--- src/rtl/b64lw_pkg.sv ---
// Shared types, character constants and the base64 symbol map for the
// line-wrapping base64 encoder. No dependencies.
package b64lw_pkg;

	localparam logic [7:0] LF_CHAR  = 8'h0A;
	localparam logic [7:0] PAD_CHAR = 8'h3D;

	// Groups per line after reset: 18 groups give 72-character lines.
	localparam logic [4:0] GPL_RESET = 5'd18;

	// A group is four symbols, plus a leading line feed when the line is full.
	localparam int unsigned GroupMax = 5;
	localparam int unsigned CntW     = $clog2(GroupMax + 1);

	typedef struct packed {
		logic [7:0] data_byte;
		logic       end_of_buffer;
	} in_word_t;

	typedef struct packed {
		logic [7:0] out_char;
		logic       last_of_run;
	} out_word_t;

	// One finished run of characters; chars[0] leaves first.
	typedef struct packed {
		logic [GroupMax-1:0][7:0] chars;
		logic [CntW-1:0]          count;
	} group_t;

	// Standard alphabet: A-Z, a-z, 0-9, '+', '/'.
	function automatic logic [7:0] b64_sym(input logic [5:0] v);
		logic [7:0] r;
		if (v < 6'd26) begin
			r = 8'h41 + {2'b00, v};
		end else if (v < 6'd52) begin
			r = 8'h61 + {2'b00, v} - 8'd26;
		end else if (v < 6'd62) begin
			r = 8'h30 + {2'b00, v} - 8'd52;
		end else if (v == 6'd62) begin
			r = 8'h2B;
		end else begin
			r = 8'h2F;
		end
		return r;
	endfunction

endpackage

--- src/rtl/base64_line_wrapping_encoder_core.sv ---
// Top level of the line-wrapping base64 encoder: byte collector and group
// encoder feeding a character result register. Depends on b64lw_pkg.
//
//   channel  direction  handshake              word
//   cfg      in         cfg_we                 cfg_data (groups per line)
//   in       in         in_valid / in_ready    in_word  (data_byte, end_of_buffer)
//   out      out        out_valid / out_ready  out_word (out_char, last_of_run)
//
// A word is taken only while the result register is empty or is sending the
// last character of its run. A byte that only joins the pending pair gives no
// characters; a byte that completes a group, or ends a buffer, loads four or
// five characters, which leave one per cycle while out_ready is high. Reset
// (arst_n low) clears pending bytes, the line group count and the output, and
// sets the line length to 18 groups. A stall on out_ready holds the current
// character and backs up to in_ready.
module base64_line_wrapping_encoder_core import b64lw_pkg::*; (
	input  logic       clk,
	input  logic       arst_n,
	input  logic       cfg_we,
	input  logic [4:0] cfg_data,
	input  logic       in_valid,
	output logic       in_ready,
	input  in_word_t   in_word,
	output logic       out_valid,
	input  logic       out_ready,
	output out_word_t  out_word
);

	logic   take;
	logic   emit;
	logic   can_load;
	group_t group;

	// Ready follows the result register alone: a word is taken when the
	// register is empty or is sending its last character.
	assign in_ready = can_load;
	assign take     = in_valid && in_ready;

	b64lw_group_former u_former (
		.clk      (clk),
		.arst_n   (arst_n),
		.cfg_we   (cfg_we),
		.cfg_data (cfg_data),
		.take     (take),
		.word     (in_word),
		.emit     (emit),
		.group    (group)
	);

	// The run is captured only when the accepted byte actually closes a group.
	b64lw_char_queue u_queue (
		.clk       (clk),
		.arst_n    (arst_n),
		.load      (take && emit),
		.group     (group),
		.can_load  (can_load),
		.out_valid (out_valid),
		.out_ready (out_ready),
		.out_word  (out_word)
	);

endmodule

--- src/rtl/b64lw_group_former.sv ---
// Byte collector and group encoder: holds the pending bytes, line group
// count and line length register. Depends on b64lw_pkg.
module b64lw_group_former import b64lw_pkg::*; (
	input  logic       clk,
	input  logic       arst_n,
	input  logic       cfg_we,
	input  logic [4:0] cfg_data,
	input  logic       take,
	input  in_word_t   word,
	output logic       emit,
	output group_t     group
);

	logic [15:0] pend_q;
	logic [1:0]  pend_cnt_q;
	logic [4:0]  line_cnt_q;
	logic [4:0]  gpl_q;

	logic        full;
	logic        two;
	logic        lf;
	logic [7:0]  b0, b1, b2;
	logic [7:0]  c0, c1, c2, c3;

	assign full = (pend_cnt_q >= 2'd2);
	assign emit = full || word.end_of_buffer;
	assign lf   = (line_cnt_q == gpl_q);

	always_comb begin
		two = 1'b1;
		if (full) begin
			b0 = pend_q[15:8];
			b1 = pend_q[7:0];
			b2 = word.data_byte;
		end else if (pend_cnt_q == 2'd1) begin
			b0 = pend_q[7:0];
			b1 = word.data_byte;
			b2 = 8'h00;
		end else begin
			b0 = word.data_byte;
			b1 = 8'h00;
			b2 = 8'h00;
			two = 1'b0;
		end
		c0 = b64_sym(b0[7:2]);
		c1 = b64_sym({b0[1:0], b1[7:4]});
		c2 = two  ? b64_sym({b1[3:0], b2[7:6]}) : PAD_CHAR;
		c3 = full ? b64_sym(b2[5:0]) : PAD_CHAR;
		if (lf) begin
			group.chars = {c3, c2, c1, c0, LF_CHAR};
			group.count = CntW'(5);
		end else begin
			group.chars = {PAD_CHAR, c3, c2, c1, c0};
			group.count = CntW'(4);
		end
	end

	always_ff @(posedge clk or negedge arst_n) begin
		if (!arst_n) begin
			pend_q     <= '0;
			pend_cnt_q <= '0;
			line_cnt_q <= '0;
			gpl_q      <= GPL_RESET;
		end else begin
			if (cfg_we) begin
				gpl_q <= cfg_data;
			end
			if (take) begin
				if (emit) begin
					pend_q     <= '0;
					pend_cnt_q <= '0;
					if (full) begin
						line_cnt_q <= (lf ? 5'd0 : line_cnt_q) + 5'd1;
					end else begin
						line_cnt_q <= '0;
					end
				end else if (pend_cnt_q == 2'd1) begin
					pend_q     <= {pend_q[7:0], word.data_byte};
					pend_cnt_q <= 2'd2;
				end else begin
					pend_q     <= {8'h00, word.data_byte};
					pend_cnt_q <= 2'd1;
				end
			end
		end
	end

endmodule

--- src/rtl/b64lw_char_queue.sv ---
// Result register for one run of characters, shifted out one character
// per handshake. Depends on b64lw_pkg.
module b64lw_char_queue import b64lw_pkg::*; (
	input  logic      clk,
	input  logic      arst_n,
	input  logic      load,
	input  group_t    group,
	output logic      can_load,
	output logic      out_valid,
	input  logic      out_ready,
	output out_word_t out_word
);

	logic [GroupMax-1:0][7:0] chars_q;
	logic [CntW-1:0]          rem_q;
	logic                     pop;

	assign out_valid            = (rem_q != '0);
	assign pop                  = out_valid && out_ready;
	assign can_load             = (rem_q == '0) || ((rem_q == CntW'(1)) && out_ready);
	assign out_word.out_char    = chars_q[0];
	assign out_word.last_of_run = (rem_q == CntW'(1));

	always_ff @(posedge clk) begin
		if (load) begin
			chars_q <= group.chars;
		end else if (pop) begin
			chars_q <= {8'h00, chars_q[GroupMax-1:1]};
		end
	end

	always_ff @(posedge clk or negedge arst_n) begin
		if (!arst_n) begin
			rem_q <= '0;
		end else if (load) begin
			rem_q <= group.count;
		end else if (pop) begin
			rem_q <= CntW'(rem_q - CntW'(1));
		end
	end

	a_rem_bound: assert property (@(posedge clk) disable iff (!arst_n)
		rem_q <= CntW'(GroupMax))
		else $error("character count beyond group size");

	a_no_overwrite: assert property (@(posedge clk) disable iff (!arst_n)
		load |-> (rem_q == '0 || (rem_q == CntW'(1) && pop)))
		else $error("run loaded over undelivered characters");

	a_drain_step: assert property (@(posedge clk) disable iff (!arst_n)
		(pop && !load) |=> (rem_q == CntW'($past(rem_q) - CntW'(1))))
		else $error("character count did not step down on a pop");

	a_load_size: assert property (@(posedge clk) disable iff (!arst_n)
		load |=> (rem_q == CntW'(4) || rem_q == CntW'(5)))
		else $error("run loaded with a wrong length");

endmodule

--- config.mk ---
export PLATFORM = sky130hd
export DESIGN_NAME = base64_line_wrapping_encoder_core
export DESIGN_NICKNAME = d
export VERILOG_FILES = /design/src/rtl/b64lw_pkg.sv /design/src/rtl/base64_line_wrapping_encoder_core.sv /design/src/rtl/b64lw_group_former.sv /design/src/rtl/b64lw_char_queue.sv
export SDC_FILE = /design/constraint.sdc
export NUM_CORES = 1
export LEC_CHECK = 0
export ABC_AREA = 1
export CAP_MARGIN = 25
export CORE_MARGIN = 2
export CORE_UTILIZATION = 45
export DETAILED_ROUTE_END_ITERATION = 12
export DONT_BUFFER_PORTS = 1
export GPL_TIMING_DRIVEN = 0
export PLACE_DENSITY_LB_ADDON = 0.15
export SYNTH_ARGS = -nofsm -noshare
export SYNTH_HDL_FRONTEND = slang
export SYNTH_HIERARCHICAL = 1
export SYNTH_SLANG_ARGS = --single-unit
--- constraint.sdc ---
create_clock -name clk -period 2.6 [get_ports clk]
set_input_delay 0 -clock clk [delete_from_list [all_inputs] [get_ports clk]]
set_output_delay 0 -clock clk [all_outputs]
set_load 0.1 [all_outputs]
==> flow_summary.yaml <==
setup_path:
  crit_path_end_kind: "register"
  worstPathMaxFanout: 7
  worstSetupStartpoint: "u_former/pend_cnt_q[1]$_DFFE_PN0P_"
  r2r_end: "u_queue/chars_q[26]$_DFFE_PP_"
  required_ns: 2.69
  worstSetupPathType: "register to register"
  regToRegSetupSlack_ns: 0.08
  reg2reg_from: "u_former/pend_cnt_q[1]$_DFFE_PN0P_"
  start_kind: "register"
  arrival_ns: 2.61
  ff2ff_path_depth: 17
logic_synthesis:
  synth.distinct_cells: 50
  synth-seq-area-share_pct: 34.7
  ys_seq_elements: 71
  syn_inst: 778
  async_reset_ff_share_pct: 43.7
  yosys_warnings: 6
  synth-edff-count: 40
  yosys_most_used_dff: "edfxtp_1"
  synth_area_um2: 5710
  syn_area_per_cell_um2: 7.34
pwr:
  peakVddDrop_v: 0.000407
  p_per_area_nw_per_um2: 1290
  p_leak_nw: 3.19
routing:
  viasPerCell: 5.11
  drt-pass1-iter-count: 5
  wirelength_mm: 14.8
  route.vias.total: 5100
  drc: 0
  ant_nets: 0
  first_iter_violations: 415
  routedWlPerCell_um: 14.9
clocking:
  clockBufferDepth: 2
  insertion_delay_ns: 0.33
  path_clk_slew_ns: 0.06
  cts_tree: "built"
  clock_tree.root_cell: "clkbuf_16"
  cts_buffers: 9
  clkSinkCount: 71
  htree_levels: 3
outcome:
  outcome: "finished, final reports clean"
grt:
  track_usage_pct: 23.1
  grt.busiest_layer: "met2"
  grt_pass1_wl_mm: 24.1
  antenna_found_initial: 0
  grt_use_met2_pct: 39.5
  gr-usage-met3_pct: 3.06
  grt_pass1_vias: 4872
  globalRouteOverflowTotal: 0
  grt_max_degree: 32
  globalRouteMet1Util_pct: 30.5
layout:
  nNetsFinal: 858
  antenna_cells: 0
  area_growth_pct: 16.7
  fillers: 1248
  drive_gt1_share_pct: 19.4
run:
  drv_cap: 0
place:
  hpwl_mm: 10.9
  io_buffers: 0
  gp_congestion: 0.890
  place_ws_ns: -0.451
hold_path:
  hold_start: "out_ready"
  hold_path_depth: 2
  holdPathEnd: "u_queue/chars_q[14]$_DFFE_PP_"
  hold_path_class: "primary input to register"
floorplan:
  num_io_pins: 30
  die_width_um: 117
  die_area_um2: 13600
  start_util_pct: 45.6
  die_y_um: 117
  rows: 41
  core_area_um2: 12500
timing:
  layout_setup_ws_ns: 0.0783
  fin_crit_ns: 2.52
  slew_headroom_pct: 55.5
  drv_slew: 0
  max_freq_mhz: 397
  finalSetupViolCount: 0
  min_period_over_period_pct: 97.0
  fin_worst_skew_ns: 0.00717
  hold_violations: 0
  fin_tns_setup_ns: 0
  worst_pin_slew_ns: 0.666
[power breakdown]
| part | leakage (nW) | total (mW) | internal (mW) | switching (mW) |
|---|---|---|---|---|
| Sequential | 0.797 | 1.94 | 1.74 | 0.197 |
| Combinational | 2.24 | 5.34 | 1.66 | 3.68 |
| Clock | 0.155 | 1.31 | 0.833 | 0.472 |
[cell usage after synthesis (13+ instances only)]
master,instances,share of area (%)
nand3_1,58,5.1
inv_2,16,1.1
buf_4,16,2.1
edfxtp_1,40,21
nand2_2,17,1.9
o21ai_0,27,2.4
nand2_1,287,19
xor2_1,13,2.0
dfrtp_1,29,13
nor2_1,35,2.3
ha_1,18,3.9
inv_1,76,5.0
[metrics by stage]
stage,util [%],power [mW],instances,hold WS [ns],instance area [um^2]
after floorplan,-,6.00,781,-0.296,5750
after global placement,47.6,6.94,953,-0.294,5960
after detailed placement,47.6,7.01,953,-0.294,5960
after CTS,52.3,8.45,991,0.0914,6540
after global routing,53.2,9.28,998,0.108,6660
final,53.2,8.59,998,0.0941,6660
[metal layers]
layer | up-vias | share of wire, %
met5 | - | 0
met4 | 0 | 1.4
met3 | 13 | 3.8
met2 | 104 | 49
met1 | 2398 | 46
li1 | 2585 | -
[area by class of cell]
cell class	instances	area, um^2	area share, %
Buffer	34	285	4.28
Clock buffer	9	225	3.38
Clock inverter	7	86.3	1.30
Inverter	94	374	5.62
Multi-Input combinational cell	582	3220	48.4
Sequential cell	71	1980	29.7
Tap cell	172	215	3.23
Timing Repair Buffer	29	275	4.13
[registers in the layout (all words and copies together) (netlist names)]
register             flops
u_former/pend_q         16
u_queue/out_word         8
u_former/line_cnt_q      5
u_queue/chars_q         32
u_queue/rem_q            3
u_former/gpl_q           5
u_former/pend_cnt_q      2
[how the worst max path moves through the flow]
stage                                               to  slack (ns)  depth (start not counted)
detailed placement  u_former/line_cnt_q[3]$_DFFE_PN0P_       -0.45                         14
floorplan           u_former/line_cnt_q[3]$_DFFE_PN0P_        0.02                         14
CTS                      u_queue/out_word[2]$_DFFE_PP_       0.007                         10
global route        u_former/line_cnt_q[3]$_DFFE_PN0P_       -0.01                         14
finish                   u_queue/chars_q[26]$_DFFE_PP_        0.08                         17
global placement    u_former/line_cnt_q[3]$_DFFE_PN0P_       -0.39                         14
[cells in the final DEF, fill, tap and decap left out, drive strengths merged]
cell         instances
nand3b               4
mux2i                3
nand2              315
o31ai                2
xnor2                3
or2                  4
dfstp                2
edfxtp              40
clkinv               4
o211ai               8
inv                 94
nor4                 1
a31oi                2
ha                  18
buf                 43
nand3               70
nor2                49
and2                 1
conb                 5
nor3                 6
mux2                 4
a21oi               12
bufinv               2
o22ai               12
clkbuf              11
o21ai               37
dfrtp               29
clkinvlp             1
nand4               12
a211oi               1
xor2                13
dlygate4sd3         18
[repair_timing]
action	in CTS	in global routing
resized for setup	12	20
setup buffers	2	8
gates cloned	1	0
hold buffers	19	0
pin swaps	5	9
endpoints found under the hold margin	46	0
setup endpoints to repair	94	91
[kinds of logic after synthesis]
| group | Yosys count | synth area share, % |
|---|---|---|
| xor+xnor | 16 | 2.46 |
| compound gates | 74 | 7.98 |
| flops | 71 | 34.7 |
| other cells | 2 | 0.132 |
| mux | 7 | 1.32 |
| fa+ha+maj | 18 | 3.95 |
| simple gates | 461 | 38.4 |
| buf+inv | 129 | 11.1 |
[worst max-delay path: stages, from the launching register on]
cell and delay [ns]:
dfrtp_1 0.38, buf_8 0.15, buf_4 0.15, nor2_8 0.17
nand2_2 0.09, nand2_4 0.10, ha_2 0.27, nand4_1 0.20
inv_1 0.10, nand3_1 0.08, nand2_1 0.07, nand2_1 0.05
nand2_1 0.06, nand2_1 0.12, nand2_1 0.09, nand2_1 0.05
nand2_1 0.07, nand2_1 0.06
Power figures use the tool's default switching activity.
